===== config.mk =====
export PLATFORM = sky130hd
export DESIGN_NAME = arm_block_transfer_sequencer
export DESIGN_NICKNAME = d
export VERILOG_FILES = /design/src/rtl/abts_pkg.sv /design/src/rtl/arm_block_transfer_sequencer.sv
export VERILOG_INCLUDE_DIRS = /design/src /design/src/rtl
export SDC_FILE = /design/constraint.sdc
export NUM_CORES = 1
export LEC_CHECK = 0
export ABC_AREA = 1
export ABC_CLOCK_PERIOD_IN_PS = 4600
export CORE_ASPECT_RATIO = 1.25
export CORE_MARGIN = 2
export CORE_UTILIZATION = 58
export CTS_CLUSTER_SIZE = 20
export DETAILED_ROUTE_END_ITERATION = 10
export DONT_BUFFER_PORTS = 1
export PLACE_DENSITY = 0.86
export SLEW_MARGIN = 40
export SYNTH_ARGS = -nofsm -noshare
export SYNTH_HDL_FRONTEND = slang
export SYNTH_SLANG_ARGS = --single-unit
export TNS_END_PERCENT = 1

===== constraint.sdc =====
create_clock -name clock -period 4.6 [get_ports clock]
set_input_delay 0.23 -clock clock [delete_from_list [all_inputs] [get_ports clock]]
set_output_delay 0.23 -clock clock [all_outputs]
set_load 0.02 [all_outputs]

===== src/rtl/arm_block_transfer_sequencer_defines.svh =====
// Assertion macros shared by the block transfer sequencer RTL.
// Depends on nothing; the macros reduce to nothing when SYNTHESIS is defined.
`ifndef ARM_BLOCK_TRANSFER_SEQUENCER_DEFINES_SVH
`define ARM_BLOCK_TRANSFER_SEQUENCER_DEFINES_SVH

`ifndef SYNTHESIS
// Same-cycle implication.
`define ABTS_ASSERT_IMPLIES(label, clk, rst, ante, cons) \
   label: assert property (@(posedge clk) disable iff (rst) (ante) |-> (cons)) \
      else $error("assertion failed");
// Next-cycle implication.
`define ABTS_ASSERT_NEXT(label, clk, rst, ante, cons) \
   label: assert property (@(posedge clk) disable iff (rst) (ante) |=> (cons)) \
      else $error("assertion failed");
`else
`define ABTS_ASSERT_IMPLIES(label, clk, rst, ante, cons)
`define ABTS_ASSERT_NEXT(label, clk, rst, ante, cons)
`endif

`endif


===== src/rtl/abts_pkg.sv =====
// Types, codes and helpers of the block transfer sequencer.
// Depends on nothing; used by arm_block_transfer_sequencer.
package abts_pkg;

   localparam logic [31:0] WORD_STEP = 32'd4;
   localparam logic [3:0]  LAST_GPR  = 4'd14;
   localparam logic [3:0]  PC_REG    = 4'd15;
   localparam logic [3:0]  SP_REG    = 4'd13;

   typedef enum logic [1:0] {
      MODE_IA = 2'd0,
      MODE_DA = 2'd1,
      MODE_DB = 2'd2,
      MODE_IB = 2'd3
   } mode_type;

   typedef enum logic [2:0] {
      OP_LOAD   = 3'd0,
      OP_STORE  = 3'd1,
      OP_WB     = 3'd2,
      OP_UNPRED = 3'd3,
      OP_SKIP   = 3'd4
   } op_kind_type;

   typedef enum logic [1:0] {
      HINT_NONE = 2'd0,
      HINT_RET  = 2'd1,
      HINT_POP  = 2'd2
   } hint_type;

   typedef enum logic [6:0] {
      S_IDLE    = 7'b0000001,
      S_SPAN    = 7'b0000010,
      S_START   = 7'b0000100,
      S_XFER    = 7'b0001000,
      S_WB      = 7'b0010000,
      S_PC      = 7'b0100000,
      S_SPECIAL = 7'b1000000
   } state_type;

   // Number of set bits in a register list.
   function automatic logic [4:0] list_count(input logic [15:0] v);
      logic [4:0] cnt;
      cnt = 5'd0;
      for (int i = 0; i < 16; i++) begin
         cnt = cnt + {4'b0, v[i]};
      end
      return cnt;
   endfunction

endpackage


===== src/rtl/arm_block_transfer_sequencer.sv =====
// Load/store-multiple address sequencer: top level, single module.
// Depends on abts_pkg and arm_block_transfer_sequencer_defines.svh.
`include "arm_block_transfer_sequencer_defines.svh"

// Takes one load- or store-multiple instruction per req_ item and emits its
// word transfers as rsp_ items: registers 0 to 14 of the list in ascending
// order four bytes apart, then the base writeback when it applies, then the
// PC transfer; rsp_last marks the final item of an instruction. A base of
// register 15 or an empty list yields one unpredictable item, a failed
// condition one skipped item. Addresses wrap at 32 bits. All address math
// runs through one shared 32-bit adder: it forms the writeback value first,
// then the start address, then each low-register transfer address (address
// plus four). An instruction passes through the steps accept, writeback
// value, start address, the low-register transfers, loop exit, writeback
// slot and, with the PC listed, PC slot; the special cases go from accept
// to their one item. req_ready is high only between instructions, one at a time. Results
// leave through an output register, so a new item may be taken while the
// last result of the previous one still waits on rsp_ready; backpressure on
// rsp_ holds back each item until the output register is free.
module arm_block_transfer_sequencer (
   input  logic                      clock,
   input  logic                      reset,
   input  logic                      req_valid,
   output logic                      req_ready,
   input  logic                      req_action,
   input  abts_pkg::mode_type        req_mode,
   input  logic                      req_writeback,
   input  logic [3:0]                req_base_reg,
   input  logic [15:0]               req_register_list,
   input  logic [31:0]               req_base_value,
   input  logic [31:0]               req_pc_value,
   input  logic                      req_condition_passed,
   output logic                      rsp_valid,
   input  logic                      rsp_ready,
   output abts_pkg::op_kind_type     rsp_op_kind,
   output logic [31:0]               rsp_address,
   output logic [3:0]                rsp_reg_index,
   output logic [31:0]               rsp_value,
   output abts_pkg::hint_type        rsp_branch_hint,
   output logic                      rsp_last
);
   import abts_pkg::*;

   // Sequencer state and latched instruction.
   state_type   state_ff, state_in;
   logic        store_ff, store_in;
   mode_type    mode_ff, mode_in;
   logic        wb_need_ff, wb_need_in;
   logic [3:0]  base_ff, base_in;
   logic        pc_bit_ff, pc_bit_in;
   logic [31:0] base_value_ff, base_value_in;
   logic [31:0] pc_value_ff, pc_value_in;
   logic [4:0]  count_ff, count_in;
   logic [31:0] wb_value_ff, wb_value_in;
   logic [31:0] addr_ff, addr_in;
   logic [14:0] remain_ff, remain_in;
   op_kind_type special_ff, special_in;

   // Output register.
   logic        rsp_valid_ff, rsp_valid_in;
   op_kind_type rsp_kind_ff, rsp_kind_in;
   logic [31:0] rsp_addr_ff, rsp_addr_in;
   logic [3:0]  rsp_reg_ff, rsp_reg_in;
   logic [31:0] rsp_value_ff, rsp_value_in;
   hint_type    rsp_hint_ff, rsp_hint_in;
   logic        rsp_last_ff, rsp_last_in;

   // Shared adder.
   logic [31:0] add_a, add_b, add_sum;
   logic        add_sub;

   logic        accept, out_free, emit, descending;
   logic [3:0]  low_idx;
   logic [14:0] remain_next;

   assign accept    = req_valid && req_ready;
   assign req_ready = (state_ff == S_IDLE);
   assign out_free  = !rsp_valid_ff || rsp_ready;

   assign add_sum = add_a + (add_b ^ {32{add_sub}}) + {31'b0, add_sub};

   // Lowest pending register below the PC, and the list with it removed.
   always_comb begin
      low_idx = 4'd0;
      for (int i = 14; i >= 0; i--) begin
         if (remain_ff[i]) begin
            low_idx = 4'(i);
         end
      end
   end
   assign remain_next = remain_ff & (remain_ff - 15'd1);

   always_comb begin
      descending = mode_ff inside {MODE_DA, MODE_DB};
   end

   always_comb begin
      state_in      = state_ff;
      store_in      = store_ff;
      mode_in       = mode_ff;
      wb_need_in    = wb_need_ff;
      base_in       = base_ff;
      pc_bit_in     = pc_bit_ff;
      base_value_in = base_value_ff;
      pc_value_in   = pc_value_ff;
      count_in      = count_ff;
      wb_value_in   = wb_value_ff;
      addr_in       = addr_ff;
      remain_in     = remain_ff;
      special_in    = special_ff;

      add_a   = addr_ff;
      add_b   = WORD_STEP;
      add_sub = 1'b0;

      emit        = 1'b0;
      rsp_kind_in = rsp_kind_ff;
      rsp_addr_in = rsp_addr_ff;
      rsp_reg_in  = rsp_reg_ff;
      rsp_value_in = rsp_value_ff;
      rsp_hint_in = rsp_hint_ff;
      rsp_last_in = rsp_last_ff;

      case (state_ff)
         S_IDLE: begin
            if (accept) begin
               // Latch the instruction and pick the path.
               store_in      = req_action;
               mode_in       = req_mode;
               wb_need_in    = req_writeback &&
                               (req_action || !req_register_list[req_base_reg]);
               base_in       = req_base_reg;
               pc_bit_in     = req_register_list[PC_REG];
               base_value_in = req_base_value;
               pc_value_in   = req_pc_value;
               count_in      = list_count(req_register_list);
               remain_in     = req_register_list[14:0];
               if (req_base_reg == PC_REG || req_register_list == 16'd0) begin
                  special_in = OP_UNPRED;
                  state_in   = S_SPECIAL;
               end else if (!req_condition_passed) begin
                  special_in = OP_SKIP;
                  state_in   = S_SPECIAL;
               end else begin
                  state_in = S_SPAN;
               end
            end
         end
         S_SPAN: begin
            // Writeback value: base plus or minus four times the count.
            add_a       = base_value_ff;
            add_b       = {25'b0, count_ff, 2'b00};
            add_sub     = descending;
            wb_value_in = add_sum;
            state_in    = S_START;
         end
         S_START: begin
            // Start address derives from base (ascending) or writeback value.
            add_a    = descending ? wb_value_ff : base_value_ff;
            add_b    = (mode_ff == MODE_DA || mode_ff == MODE_IB) ? WORD_STEP : 32'd0;
            add_sub  = 1'b0;
            addr_in  = add_sum;
            state_in = S_XFER;
         end
         S_XFER: begin
            if (remain_ff == 15'd0) begin
               state_in = S_WB;
            end else if (out_free) begin
               emit         = 1'b1;
               rsp_kind_in  = store_ff ? OP_STORE : OP_LOAD;
               rsp_addr_in  = addr_ff;
               rsp_reg_in   = low_idx;
               rsp_value_in = 32'd0;
               rsp_hint_in  = HINT_NONE;
               rsp_last_in  = (remain_next == 15'd0) && !wb_need_ff && !pc_bit_ff;
               // Advance to the next word.
               add_a        = addr_ff;
               add_b        = WORD_STEP;
               add_sub      = 1'b0;
               addr_in      = add_sum;
               remain_in    = remain_next;
            end
         end
         S_WB: begin
            if (!wb_need_ff) begin
               state_in = pc_bit_ff ? S_PC : S_IDLE;
            end else if (out_free) begin
               emit         = 1'b1;
               rsp_kind_in  = OP_WB;
               rsp_addr_in  = 32'd0;
               rsp_reg_in   = base_ff;
               rsp_value_in = wb_value_ff;
               rsp_hint_in  = HINT_NONE;
               rsp_last_in  = !pc_bit_ff;
               state_in     = pc_bit_ff ? S_PC : S_IDLE;
            end
         end
         S_PC: begin
            if (out_free) begin
               emit         = 1'b1;
               rsp_kind_in  = store_ff ? OP_STORE : OP_LOAD;
               rsp_addr_in  = addr_ff;
               rsp_reg_in   = PC_REG;
               rsp_value_in = store_ff ? pc_value_ff : 32'd0;
               if (store_ff) begin
                  rsp_hint_in = HINT_NONE;
               end else begin
                  rsp_hint_in = (base_ff == SP_REG) ? HINT_POP : HINT_RET;
               end
               rsp_last_in  = 1'b1;
               state_in     = S_IDLE;
            end
         end
         S_SPECIAL: begin
            if (out_free) begin
               emit         = 1'b1;
               rsp_kind_in  = special_ff;
               rsp_addr_in  = 32'd0;
               rsp_reg_in   = 4'd0;
               rsp_value_in = 32'd0;
               rsp_hint_in  = HINT_NONE;
               rsp_last_in  = 1'b1;
               state_in     = S_IDLE;
            end
         end
         default: begin
            state_in = S_IDLE;
         end
      endcase

      if (emit) begin
         rsp_valid_in = 1'b1;
      end else if (rsp_ready) begin
         rsp_valid_in = 1'b0;
      end else begin
         rsp_valid_in = rsp_valid_ff;
      end
   end

   // Control state.
   always_ff @(posedge clock) begin
      if (reset) begin
         state_ff     <= S_IDLE;
         rsp_valid_ff <= 1'b0;
      end else begin
         state_ff     <= state_in;
         rsp_valid_ff <= rsp_valid_in;
      end
   end

   // Payload and datapath registers.
   always_ff @(posedge clock) begin
      store_ff      <= store_in;
      mode_ff       <= mode_in;
      wb_need_ff    <= wb_need_in;
      base_ff       <= base_in;
      pc_bit_ff     <= pc_bit_in;
      base_value_ff <= base_value_in;
      pc_value_ff   <= pc_value_in;
      count_ff      <= count_in;
      wb_value_ff   <= wb_value_in;
      addr_ff       <= addr_in;
      remain_ff     <= remain_in;
      special_ff    <= special_in;
      rsp_kind_ff   <= rsp_kind_in;
      rsp_addr_ff   <= rsp_addr_in;
      rsp_reg_ff    <= rsp_reg_in;
      rsp_value_ff  <= rsp_value_in;
      rsp_hint_ff   <= rsp_hint_in;
      rsp_last_ff   <= rsp_last_in;
   end

   assign rsp_valid       = rsp_valid_ff;
   assign rsp_op_kind     = rsp_kind_ff;
   assign rsp_address     = rsp_addr_ff;
   assign rsp_reg_index   = rsp_reg_ff;
   assign rsp_value       = rsp_value_ff;
   assign rsp_branch_hint = rsp_hint_ff;
   assign rsp_last        = rsp_last_ff;

   // An accepted instruction always leaves idle.
   `ABTS_ASSERT_NEXT(a_accept_busy, clock, reset, accept, state_ff != S_IDLE)
   // The final result of an instruction is never followed at once by another.
   `ABTS_ASSERT_NEXT(a_last_pause, clock, reset, emit && rsp_last_in, !emit)
   // Writeback and PC slots come only after all low registers are sent.
   `ABTS_ASSERT_IMPLIES(a_wb_after_xfer, clock, reset, state_ff == S_WB, remain_ff == 15'd0)
   // The PC slot is reached only with the PC in the list.
   `ABTS_ASSERT_IMPLIES(a_pc_listed, clock, reset, state_ff == S_PC, pc_bit_ff)

endmodule

==> flow_metrics.py <==
metrics = {
    "synth": {
        "seq_area_frac_synth_pct": 58.7,
        "synth_top_family_by_area": "simple AND/OR/NAND/NOR gates",
        "synth_edf_count": 233,
        "synth-xor-area-share_pct": 2.23,
        "synthMostInstantiatedCell": "edfxtp_1",
        "ys_types": 48,
        "synthesis.nets": 1335,
        "ys_ff_latch": 241,
        "synth_simple_gate_area_share_pct": 15.2,
        "synth_top_area_cell": "edfxtp_1",
        "synth_top_area_share_pct": 57.4,
        "synthArstFlopShare_pct": 0,
        "synth_flop_cell": "edfxtp_1",
        "synth_adder_area_share_pct": 5.54,
        "syn_area_per_cell_sq_um": 10.2,
        "yosys-mux-area-fraction_pct": 0,
        "ys_warn_count": 0,
        "synthesis.area_sq_um": 12200,
        "synth_common_cells": "233 x edfxtp_1, 199 x nand2_1, 177 x inv_1",
        "yosys-top-cells-area": "edfxtp_1 57%, nand2_1 6.1%, inv_1 5.5%, o21ai_0 4.4%, ha_1 3.9%",
        "syn_inst": 1194,
        "synth_compound_area_share_pct": 11.4,
    },
    "critical_path": {
        "crit_top_cell": "nand2_1",
        "cpMaxStageDelayCell": "a21oi_2",
        "cp.arrival_ns": 4.01,
        "cp_data_required_time_ns": 4.87,
        "rr_worst_depth": 19,
        "start_kind": "flip-flop",
        "crit_family": "simple AND/OR/NAND/NOR gates",
        "crit_cells": 19,
        "end_kind": "flip-flop",
        "crit_start": "state_ff[4]",
        "crit_end": "wb_value_ff[30]",
        "crit_buf_inv": 3,
        "reg2reg_from": "state_ff[4]",
        "path_max_fanout": 14,
        "cp_cell_sequence": "clkinv_1 -> nand2_2 -> nor2_8 -> nand2_2 -> nand2_2 -> inv_1 -> nand2_1 -> o221ai_1 -> ha_1 -> nand2_1 -> inv_1 -> a21boi_0 -> o21ai_2 -> a21oi_2 -> o21bai_2 -> nand3_1 -> nand2_1 -> nand2_1 -> nand2_1",
        "crit_type": "flip-flop to flip-flop",
        "reg2reg_setup_slack_ns": 0.86,
        "rr_endpoint": "wb_value_ff[30]",
        "slowest_delay_ns": 0.40,
    },
    "final_layout": {
        "area_growth_pct": 16.4,
        "antenna_cells": 0,
        "finalNetCount": 1434,
        "fillers": 1431,
        "drive_gt1_share_pct": 7.48,
        "seq_area_sq_um": 7160,
        "multiInputGateArea_sq_um": 4230,
        "stdcell_count": 1585,
    },
    "global_routing": {
        "grt_pass1_vias": 9428,
        "overflow": 0,
        "grt.total_usage_pct": 28.6,
        "antenna_found_initial": 0,
        "grt_max_degree": 46,
        "grt_pass1_wl_um": 49300,
    },
    "timing": {
        "setup_violations": 0,
        "final_max_slew_viol_count": 0,
        "relSlewSlack_pct": 46.9,
        "skew_ns": 0.0220,
        "fin_crit_ns": 3.74,
        "grt_setup_unrepaired": "no",
        "fin_crit_sh_pct": 81.3,
        "fmax_mhz": 267,
        "worst-slew-pin-transition_ns": 0.791,
        "finalSetupTns_ns": 0,
        "final-hold-violation-count": 0,
    },
    "clocking": {
        "clockRootBuffer": "clkbuf_16",
        "path_clk_slew_ns": 0.06,
        "htree_num_levels": 1,
        "clock_latency_ns": 0.52,
        "cts-resized-gates": 0,
        "cts.sinks": 241,
        "clk_path_buf_depth": 3,
        "cts_made_buffers": 24,
        "cts_tree": "built",
    },
    "drt": {
        "routedWlPerCell_um": 20.0,
        "drc": 0,
        "viasPerCell": 5.79,
        "initialDrtViolationCount": 743,
        "drt_pass1_iterations": 5,
        "drt-total-wl_um": 31700,
        "antenna_left": 0,
        "num_vias": 9176,
    },
    "floorplan": {
        "start_util_pct": 58.8,
        "die_y_um": 166,
        "die_x_um": 134,
        "ios": 169,
        "die_area_sq_um": 22200,
        "coreArea_sq_um": 20700,
        "num_rows": 59,
    },
    "worst_hold_path": {
        "min_path_cells": 2,
        "hold_class": "input pin to flip-flop",
    },
    "power_and_ir_drop": {
        "ir_worst_vdd_uv": 420,
        "p_leak_nw": 5.67,
        "pwr_density_cell_nw_per_um2": 474,
        "power_mw": 6.72,
    },
    "place": {
        "io_buffers": 0,
        "hpwl_um": 21500,
        "finalWeightedCongestion": 1.00,
        "dp_cells": 1458,
    },
    "job": {
        "cap_viol_max_count": 0,
    },
    "run_status": {
        "status": "finished, final reports clean",
    },
}
## report_power, final
group          internal (mW)  switching, mW  leakage (nW)
registers               2.98          0.301          2.22
logic                  0.444           1.07          3.07
clock network           1.11          0.819         0.375
total                   4.54           2.19          5.67
## state kept, by name, indices dropped and copies added (netlist names), 7 cells and up
name,flops
rsp_value,32
pc_value_ff,32
base_value_ff,32
wb_value_ff,32
remain_ff,15
addr_ff,32
rsp_address,32
state_ff,7
## area by class of cell
class                           instances  share of cell area (%)
Tap cell                              274                    2.42
Clock buffer                           31                    4.57
Sequential cell                       241                    50.4
Clock inverter                         13                   0.855
Inverter                              187                    4.96
Multi-Input combinational cell        736                    29.8
Timing Repair Buffer                  103                    6.91
## through the flow
| step | cell area, sq um | hold slack, ns | utilization [%] | setup WS (ns) |
|---|---|---|---|---|
| CTS | 14200 | 0.000266 | 68.4 | 0.931 |
| detailed placement | 12600 | 0.311 | 60.7 | 0.971 |
| global route | 14200 | 0.0127 | 68.4 | 0.577 |
| finish | 14200 | 0.0165 | 68.4 | 0.861 |
| global placement | 12600 | 0.307 | 60.7 | 1.08 |
| floorplan | 12200 | 0.299 | - | 0.353 |
## worst min-delay path by stage
stage / start / endpoint / slack [ns]
finish: req_register_list[3] / remain_ff[3] / 0.02
global route: req_writeback / wb_need_ff / 0.01
CTS: req_writeback / wb_need_ff / 0.0003
detailed placement: reset / state_ff[4] / 0.31
global placement: reset / state_ff[4] / 0.31
floorplan: reset / state_ff[3] / 0.30
## cells in the final DEF, fill, tap and decap left out, drive strengths merged, types with 2 or more instances in the layout
cell           n
nand4          9
clkinvlp       2
nand3         69
dlygate4sd3   83
o211ai        21
inv          184
clkbuf        31
nor4           5
a211oi         7
bufinv         2
buf           20
clkinv        12
o31ai          3
xnor2          5
o21ai        114
fa            10
dfxtp          8
xor2          26
a31oi          2
o21bai         4
a21oi         60
nor3          10
ha            38
edfxtp       233
nor3b          3
nand2        208
o221ai        16
nor2         115
o21a           3
a21boi         4
## repair_timing
item	in CTS	in global routing
buffers inserted	0	0
endpoints found under the hold margin	91	0
hold buffers	83	0
endpoints found under the setup margin	0	0
## worst register-to-register path: stages (launching register included)
cell and delay (ns):
dfxtp_1 0.32, clkinv_1 0.11, nand2_2 0.10, nor2_8 0.20, nand2_2 0.13, nand2_2 0.23
inv_1 0.33, nand2_1 0.14, o221ai_1 0.13, ha_1 0.39, nand2_1 0.14, inv_1 0.07
a21boi_0 0.25, o21ai_2 0.12, a21oi_2 0.40, o21bai_2 0.15, nand3_1 0.12, nand2_1 0.06
nand2_1 0.06, nand2_1 0.06
## per-layer routing
| metal | track usage (%) | vias to the layer above | wire length, um |
|---|---|---|---|
| met5 | 0 | - | 0 |
| met4 | 11.7 | 0 | 1160 |
| met3 | 5.16 | 75 | 2630 |
| met2 | 51.5 | 490 | 16500 |
| met1 | 33.6 | 4310 | 11300 |
| li1 | - | 4301 | - |
## logic make-up after synthesis
logic type                 count (synthesis)
and+or+nand+nor                          421
DFF                                      241
AOI/OAI and AO/OA                        236
buffers and inverters                    217
adders and majority gates                 48
xor gates and xnor gates                  31
Note: power is estimated with default switching activity, not from simulation.
